--- config.mk ---
export PLATFORM = sky130hd
export DESIGN_NAME = ecpa_modmul
export DESIGN_NICKNAME = d
export VERILOG_FILES = /design/src/hdl/ecpa_pkg.sv /design/src/hdl/ecpa_modmul.sv
export SDC_FILE = /design/constraint.sdc
export NUM_CORES = 2
export LEC_CHECK = 0
export BUFFER_PORTS_ARGS = -buffer_cell sky130_fd_sc_hd__buf_4
export CELL_PAD_IN_SITES_DETAIL_PLACEMENT = 0
export CELL_PAD_IN_SITES_GLOBAL_PLACEMENT = 1
export CORE_MARGIN = 2
export CORE_UTILIZATION = 40
export CTS_BUF_LIST = sky130_fd_sc_hd__clkbuf_8
export CTS_CLUSTER_DIAMETER = 100
export DETAILED_ROUTE_END_ITERATION = 8
export MAX_ROUTING_LAYER = met4
export PLACE_DENSITY_LB_ADDON = 0.1
export SETUP_SLACK_MARGIN = 0.02
export SLEW_MARGIN = 20
export SYNTH_ARGS = -nofsm -noshare
export SYNTH_HDL_FRONTEND = slang
export SYNTH_SLANG_ARGS = --single-unit
--- constraint.sdc ---
create_clock -name clk -period 6.8 [get_ports clk]
set_clock_uncertainty 0.05 [all_clocks]
set_input_delay 1.7 -clock clk [delete_from_list [all_inputs] [get_ports clk]]
set_output_delay 1.7 -clock clk [all_outputs]
set_load 0.02 [all_outputs]
--- src/hdl/ecpa_pkg.sv ---
// Shared types, constants and field arithmetic for the affine point adder.
`default_nettype none

package ecpa_pkg;

    localparam int FIELD_BITS = 16;

    typedef logic [FIELD_BITS-1:0] field_t;

    typedef enum logic [0:0] {
        REG_PRIME   = 1'b0,
        REG_CURVE_A = 1'b1
    } cfg_reg_t;

    localparam field_t PRIME_RESET   = field_t'(101);
    localparam field_t CURVE_A_RESET = field_t'(2);

    typedef struct packed {
        field_t first_x;
        field_t first_y;
        field_t second_x;
        field_t second_y;
    } point_pair_t;

    typedef struct packed {
        field_t sum_x;
        field_t sum_y;
        logic   at_infinity;
    } point_sum_t;

    // operands below p
    function automatic field_t fadd(field_t a, field_t b, field_t p);
        logic [FIELD_BITS:0] s;
        s = {1'b0, a} + {1'b0, b};
        if (s >= {1'b0, p})
            s = s - {1'b0, p};
        return s[FIELD_BITS-1:0];
    endfunction

    function automatic field_t fsub(field_t a, field_t b, field_t p);
        field_t d;
        if (a >= b)
            d = a - b;
        else
            d = p - (b - a);
        return d;
    endfunction

    // one double-and-add step of the shift-add modular product
    function automatic field_t mul_step(field_t r, field_t a, logic bt, field_t p);
        field_t d;
        d = fadd(r, r, p);
        if (bt)
            d = fadd(d, a, p);
        return d;
    endfunction

endpackage

`default_nettype wire

--- src/hdl/ecpa_modmul.sv ---
// Pipelined modular multiplier: one bit of b per stage, MSB first.
`default_nettype none

module ecpa_modmul #(
    parameter int SIDE_W = 1
) (
    input  logic                clk,
    input  logic                rst_n,
    input  logic                en,
    input  ecpa_pkg::field_t    p,
    input  logic                in_valid,
    input  ecpa_pkg::field_t    a,
    input  ecpa_pkg::field_t    b,
    input  logic [SIDE_W-1:0]   side_in,
    output logic                out_valid,
    output ecpa_pkg::field_t    prod,
    output logic [SIDE_W-1:0]   side_out
);
    import ecpa_pkg::*;

    localparam int STEPS = FIELD_BITS;

    logic              v_reg    [STEPS];
    field_t            r_reg    [STEPS];
    logic [SIDE_W-1:0] side_reg [STEPS];
    field_t            a_reg    [STEPS-1];
    field_t            b_reg    [STEPS-1];

    for (genvar k = 0; k < STEPS; k++) begin : g_stage
        if (k == 0) begin : g_first
            always_ff @(posedge clk or negedge rst_n)
            begin
                if (!rst_n)
                    v_reg[k] <= 1'b0;
                else if (en)
                    v_reg[k] <= in_valid;
            end

            always_ff @(posedge clk)
            begin
                if (en)
                begin
                    r_reg[k]    <= mul_step('0, a, b[STEPS-1], p);
                    side_reg[k] <= side_in;
                end
            end

            if (STEPS > 1) begin : g_carry
                always_ff @(posedge clk)
                begin
                    if (en)
                    begin
                        a_reg[k] <= a;
                        b_reg[k] <= b;
                    end
                end
            end
        end else begin : g_next
            always_ff @(posedge clk or negedge rst_n)
            begin
                if (!rst_n)
                    v_reg[k] <= 1'b0;
                else if (en)
                    v_reg[k] <= v_reg[k-1];
            end

            always_ff @(posedge clk)
            begin
                if (en)
                begin
                    r_reg[k]    <= mul_step(r_reg[k-1], a_reg[k-1],
                                            b_reg[k-1][STEPS-1-k], p);
                    side_reg[k] <= side_reg[k-1];
                end
            end

            if (k < STEPS - 1) begin : g_carry
                always_ff @(posedge clk)
                begin
                    if (en)
                    begin
                        a_reg[k] <= a_reg[k-1];
                        b_reg[k] <= b_reg[k-1];
                    end
                end
            end
        end
    end

    assign out_valid = v_reg[STEPS-1];
    assign prod      = r_reg[STEPS-1];
    assign side_out  = side_reg[STEPS-1];

endmodule

`default_nettype wire

-- Word-level counts from Yosys, hierarchy flattened
Memory sizes are Yosys's and may differ from the RTL's.
Cells that the tools add are included.
- memories: 4
- RAM bits: 752
- bits of input ports: 53
- bits in registers: 16
- logic and storage cells: 197
- memory list (memory ; depth ; width ; read ports ; clocked after Yosys merged registers in ; wr ports ; line ; source):
    r_reg ; 16 ; 16 ; 16 ; 0 ; 16 ; ecpa_modmul.sv:24 ; field_t r_reg [STEPS];
    a_reg ; 15 ; 16 ; 15 ; 0 ; 15 ; ecpa_modmul.sv:26 ; field_t a_reg [STEPS-1];
    b_reg ; 15 ; 16 ; 15 ; 0 ; 15 ; ecpa_modmul.sv:27 ; field_t b_reg [STEPS-1];
    side_reg ; 16 ; 1 ; 16 ; 0 ; 16 ; ecpa_modmul.sv:25 ; logic [SIDE_W-1:0] side_reg [STEPS];
- add/subtract/negate cells: 63
- order comparisons: 32
- multiplexer cells: 82
- operator list (operator ; count):
    $mux 16 ; 80
    $add 16x16->17 ; 31
    $ge 17x16->1 ; 31
    $sub 16x16->16 ; 31
    $ge 1x16->1 const A ; 1
    $sub 1x16->16 const A ; 1
    $mux 1 ; 2

-- Depth between registers and ports, before layout
An unclocked memory read counts as a cell.
- word-level depth: 10
- gate-level depth with buffers: 34
- depth with buffers taken out: 30

-- Worst setup path before layout
Ideal clock, no wire load.
- path kind: input to register
- from: input p[1]
- to: memory r_reg[1][25] (netlist name) (data pin)
- buffers on the path: 3
- cell stages on the path: 29
- data arrival time: 9.961 ns
- path slack: -3.471 ns
- data required time: 6.490 ns
- setup time: 0.260 ns
- cells stage by stage: clkbuf_1 inv_1 ha_1 nor2b_1 o31a_1 o31a_1 o41ai_2 o21ai_0 o21ai_0 and2_1 buf_2 buf_2 mux2_2 ha_1 o21ai_0 a21oi_1 o41ai_1 o21ai_0 a211oi_1 nor2_1 ha_1 a21oi_1 o21ai_0 a311o_1 a211oi_1 o21ai_0 a21oi_2 mux2_2 mux2_2
- RTL lines (element ; line ; source):
    start: declaration ; ecpa_modmul.sv:10 ; input ecpa_pkg::field_t p,
    end: declaration ; ecpa_modmul.sv:24 ;

==> flow_summary.json <==
{
  "area_growth_syn_to_layout_pct": 47.9,
  "synth_area_leader_cell": "edfxtp_1",
  "yosysTopAreaCellShare": 0.311,
  "grt_antenna_before_repair": 6,
  "wl_met3_um": 6470,
  "detailroute.wirelength.met2_um": 111000,
  "finish.utilization": 0.595,
  "max_slew_margin": 0.215,
  "tritoncts": "done",
  "num_rows": 143,
  "worst-endpoint-arrival_ns": 7.99,
  "critical_path_class": "input pin to register",
  "clock-root-buffer": "clkbuf_8",
  "top_family_by_delay_on_critical_path": "compound AO/OA/AOI/OAI gates",
  "drt_first_pass_iters": 6,
  "post-place-cells": 10382,
  "netlist_instances": 6282,
  "critPathMaxFanout": 7,
  "critical_path_cell_count": 36,
  "grt_pass1_vias": 57355,
  "cts_inserted_buffers": 131,
  "min_period_ns": 7.42,
  "postRouteAntennaNets": 0,
  "worst_hold_startpoint": "b_reg[0][24]",
  "worst_hold_path.endpoint": "b_reg[0][40]",
  "gp_congestion": 0.935,
  "rsz0062_at_grt": "true",
  "synth_sequential_area_ratio": 0.317,
  "numClockSinks": 648,
  "syn_avg_cell_area_um2": 9.73,
  "synth_top_flop_cell": "edfxtp_1",
  "share_of_layout_cells_above_drive_strength_1": 0.418,
  "final_max_slew_viol_count": 0,
  "hpwlAfterDp_um": 172000,
  "grt_start_max_net_pins": 154,
  "crit_path_max_incr_delay_ns": 0.37,
  "htree_levels": 4,
  "r2r.worst_path.cells": 28,
  "grt_util_all_layers": 0.278,
  "top_signal_layer_used": "met4",
  "global_route_wire_length_before_repair_um": 327000,
  "setup_viol": 239,
  "insertion_delay_ns": 0.88,
  "drc_errors": 0,
  "met1Wirelength_um": 91500,
  "ys_async_sr_fraction": 0.0247,
  "die_h_um": 395,
  "timing.final.ws_setup_ns": -0.619,
  "numPortBuffers": 70,
  "dieArea_um2": 156000,
  "cap_viol_max_count": 0,
  "failed_checks": "negative setup slack",
  "highest_clock_rate_ghz": 0.135,
  "crit_top_cell": "buf_12",
  "drtIter0Drc": 3128,
  "final_hold_viol_count": 0,
  "core_area_um2": 152000,
  "synth_area_leaders": "edfxtp_1, ha_1, mux2_2",
  "fp.dieW_um": 395,
  "seq_area_um2": 19400,
  "reg_to_reg_startpoint": "r_reg[1][80]",
  "global_route.overflow_total": 0,
  "r2r_slack_ns": 0.20,
  "finish.cell_count_without_fillers": 10858,
  "post_syn_area_um2": 61100,
  "ports": 71,
  "largest_register_ffs": 256,
  "worst_ep_required_time_ns": 7.37,
  "finish.net_count": 9599,
  "synth_seq_cells": 648,
  "timing.hold.worst_path_depth": 0,
  "netlist_cell_types": 92,
  "synth_top_cells_by_count": "ha_1, edfxtp_1, nor2_1, a21oi_1, xnor2_1",
  "final.fill_count": 13245,
  "worstHoldPathType": "register to register",
  "outcome": "finished with violations",
  "synth_most_common_cell": "ha_1",
  "cp_max_delay_cell": "nor4_4",
  "vias": 57850,
  "vias_per_cell": 5.33,
  "route.final.wire_length_um": 219000,
  "timing.critical_path.buf_inv": 11,
  "synth.yosys.warnings": 0,
  "multi_input_area_um2": 45200,
  "effective_utilization_at_floorplan": 0.402,
  "detail_route.wl_per_cell_um": 20.2,
  "synth-edff-count": 632,
  "period_share": 1.09,
  "holdWs_ns": 0.357,
  "clk_transition_reported_paths_ns": 0.06,
  "setup.worst_path.start_class": "input pin",
  "tightestPinTransition_ns": 1.18,
  "endpoint_kind": "register",
  "postCtsHoldBufs": 0,
  "timing.rr.end": "r_reg[1][108]",
  "clock_path_buffers": 3
}
-- cell type report --
cell class              instances  share of cell area
diodes                          3           0.0000831
clock buffers                 133              0.0203
multi-input cells            5284               0.500
clock inverters                94             0.00907
inverters                     227             0.00986
flip-flops and latches        648               0.214
repair buffers               2439               0.218
well taps                    2030              0.0281
-- routing by layer --
| metal | vias up | track usage |
|---|---|---|
| li1 | 28766 | - |
| met1 | 27634 | 0.324 |
| met2 | 1027 | 0.489 |
| met3 | 423 | 0.0274 |
| met4 | 0 | 0.115 |
| met5 | - | - |
-- worst max-delay path by stage --
| stage | start | to | slack (ns) |
|---|---|---|---|
| CTS | p[1] | r_reg[0][67] | -0.56 |
| floorplan | p[1] | r_reg[1][25] | -2.40 |
| global route | p[1] | r_reg[0][70] | -0.83 |
| detailed placement | p[1] | r_reg[1][100] | -1.72 |
| finish | p[1] | r_reg[0][70] | -0.62 |
| global placement | p[1] | r_reg[1][100] | -1.65 |
-- cells in the final DEF (no fill, tap or decap), types with 76 or more instances in the layout --
cell type     n
xor2_1      162
nand4_1      76
mux2i_1     112
ha_4        100
xnor2_1     366
ha_1        643
edfxtp_1    632
o21ai_0     211
nand3_1     108
nor2_1      511
mux2_4      133
buf_4      2284
nand2_1     313
clkbuf_8    133
inv_1       224
nor3_1      157
o21a_1      134
a21o_1      171
mux2_2      226
a21oi_2      96
a21oi_1     425
-- worst register-to-register path: cells and delay by family, from the launching register on --
family / cells / cell delay, ns
simple gates: 5 / 0.77
flops: 1 / 0.51
compound gates: 12 / 2.92
buf+inv: 4 / 0.53
fa+ha+maj: 4 / 0.94
mux: 2 / 0.55
xor+xnor: 1 / 0.07
-- through the flow --
| step | setup TNS, ns | instance area, µm² | setup WS, ns |
|---|---|---|---|
| 6_report | -92.16 | 90400 | -0.619 |
| 5_1_grt | -144.18 | 90400 | -0.833 |
| 4_1_cts | -68.29 | 86500 | -0.557 |
| 3_5_place_dp | -345.35 | 81900 | -1.72 |
| 3_3_place_gp | -331.90 | 81900 | -1.65 |
| 2_1_floorplan | -487.29 | 63200 | -2.40 |
-- what timing repair did --
action / CTS / global route
pin swaps: 145 / 337
setup endpoints to repair: 240 / 240
resized for setup: 237 / 520
buffers inserted: 92 / 144
gates cloned: 8 / 7
-- logic make-up after synthesis --
family,synth area share
simple gates,0.131
buf+inv,0.0241
flops,0.317
mux,0.0890
compound gates,0.187
xor+xnor,0.0794
fa+ha+maj,0.173
other cells,0.0000614
Power is left out: the tool's default activity adds up to more than one toggle a clock period on the data nets, which glitch-free logic cannot reach.
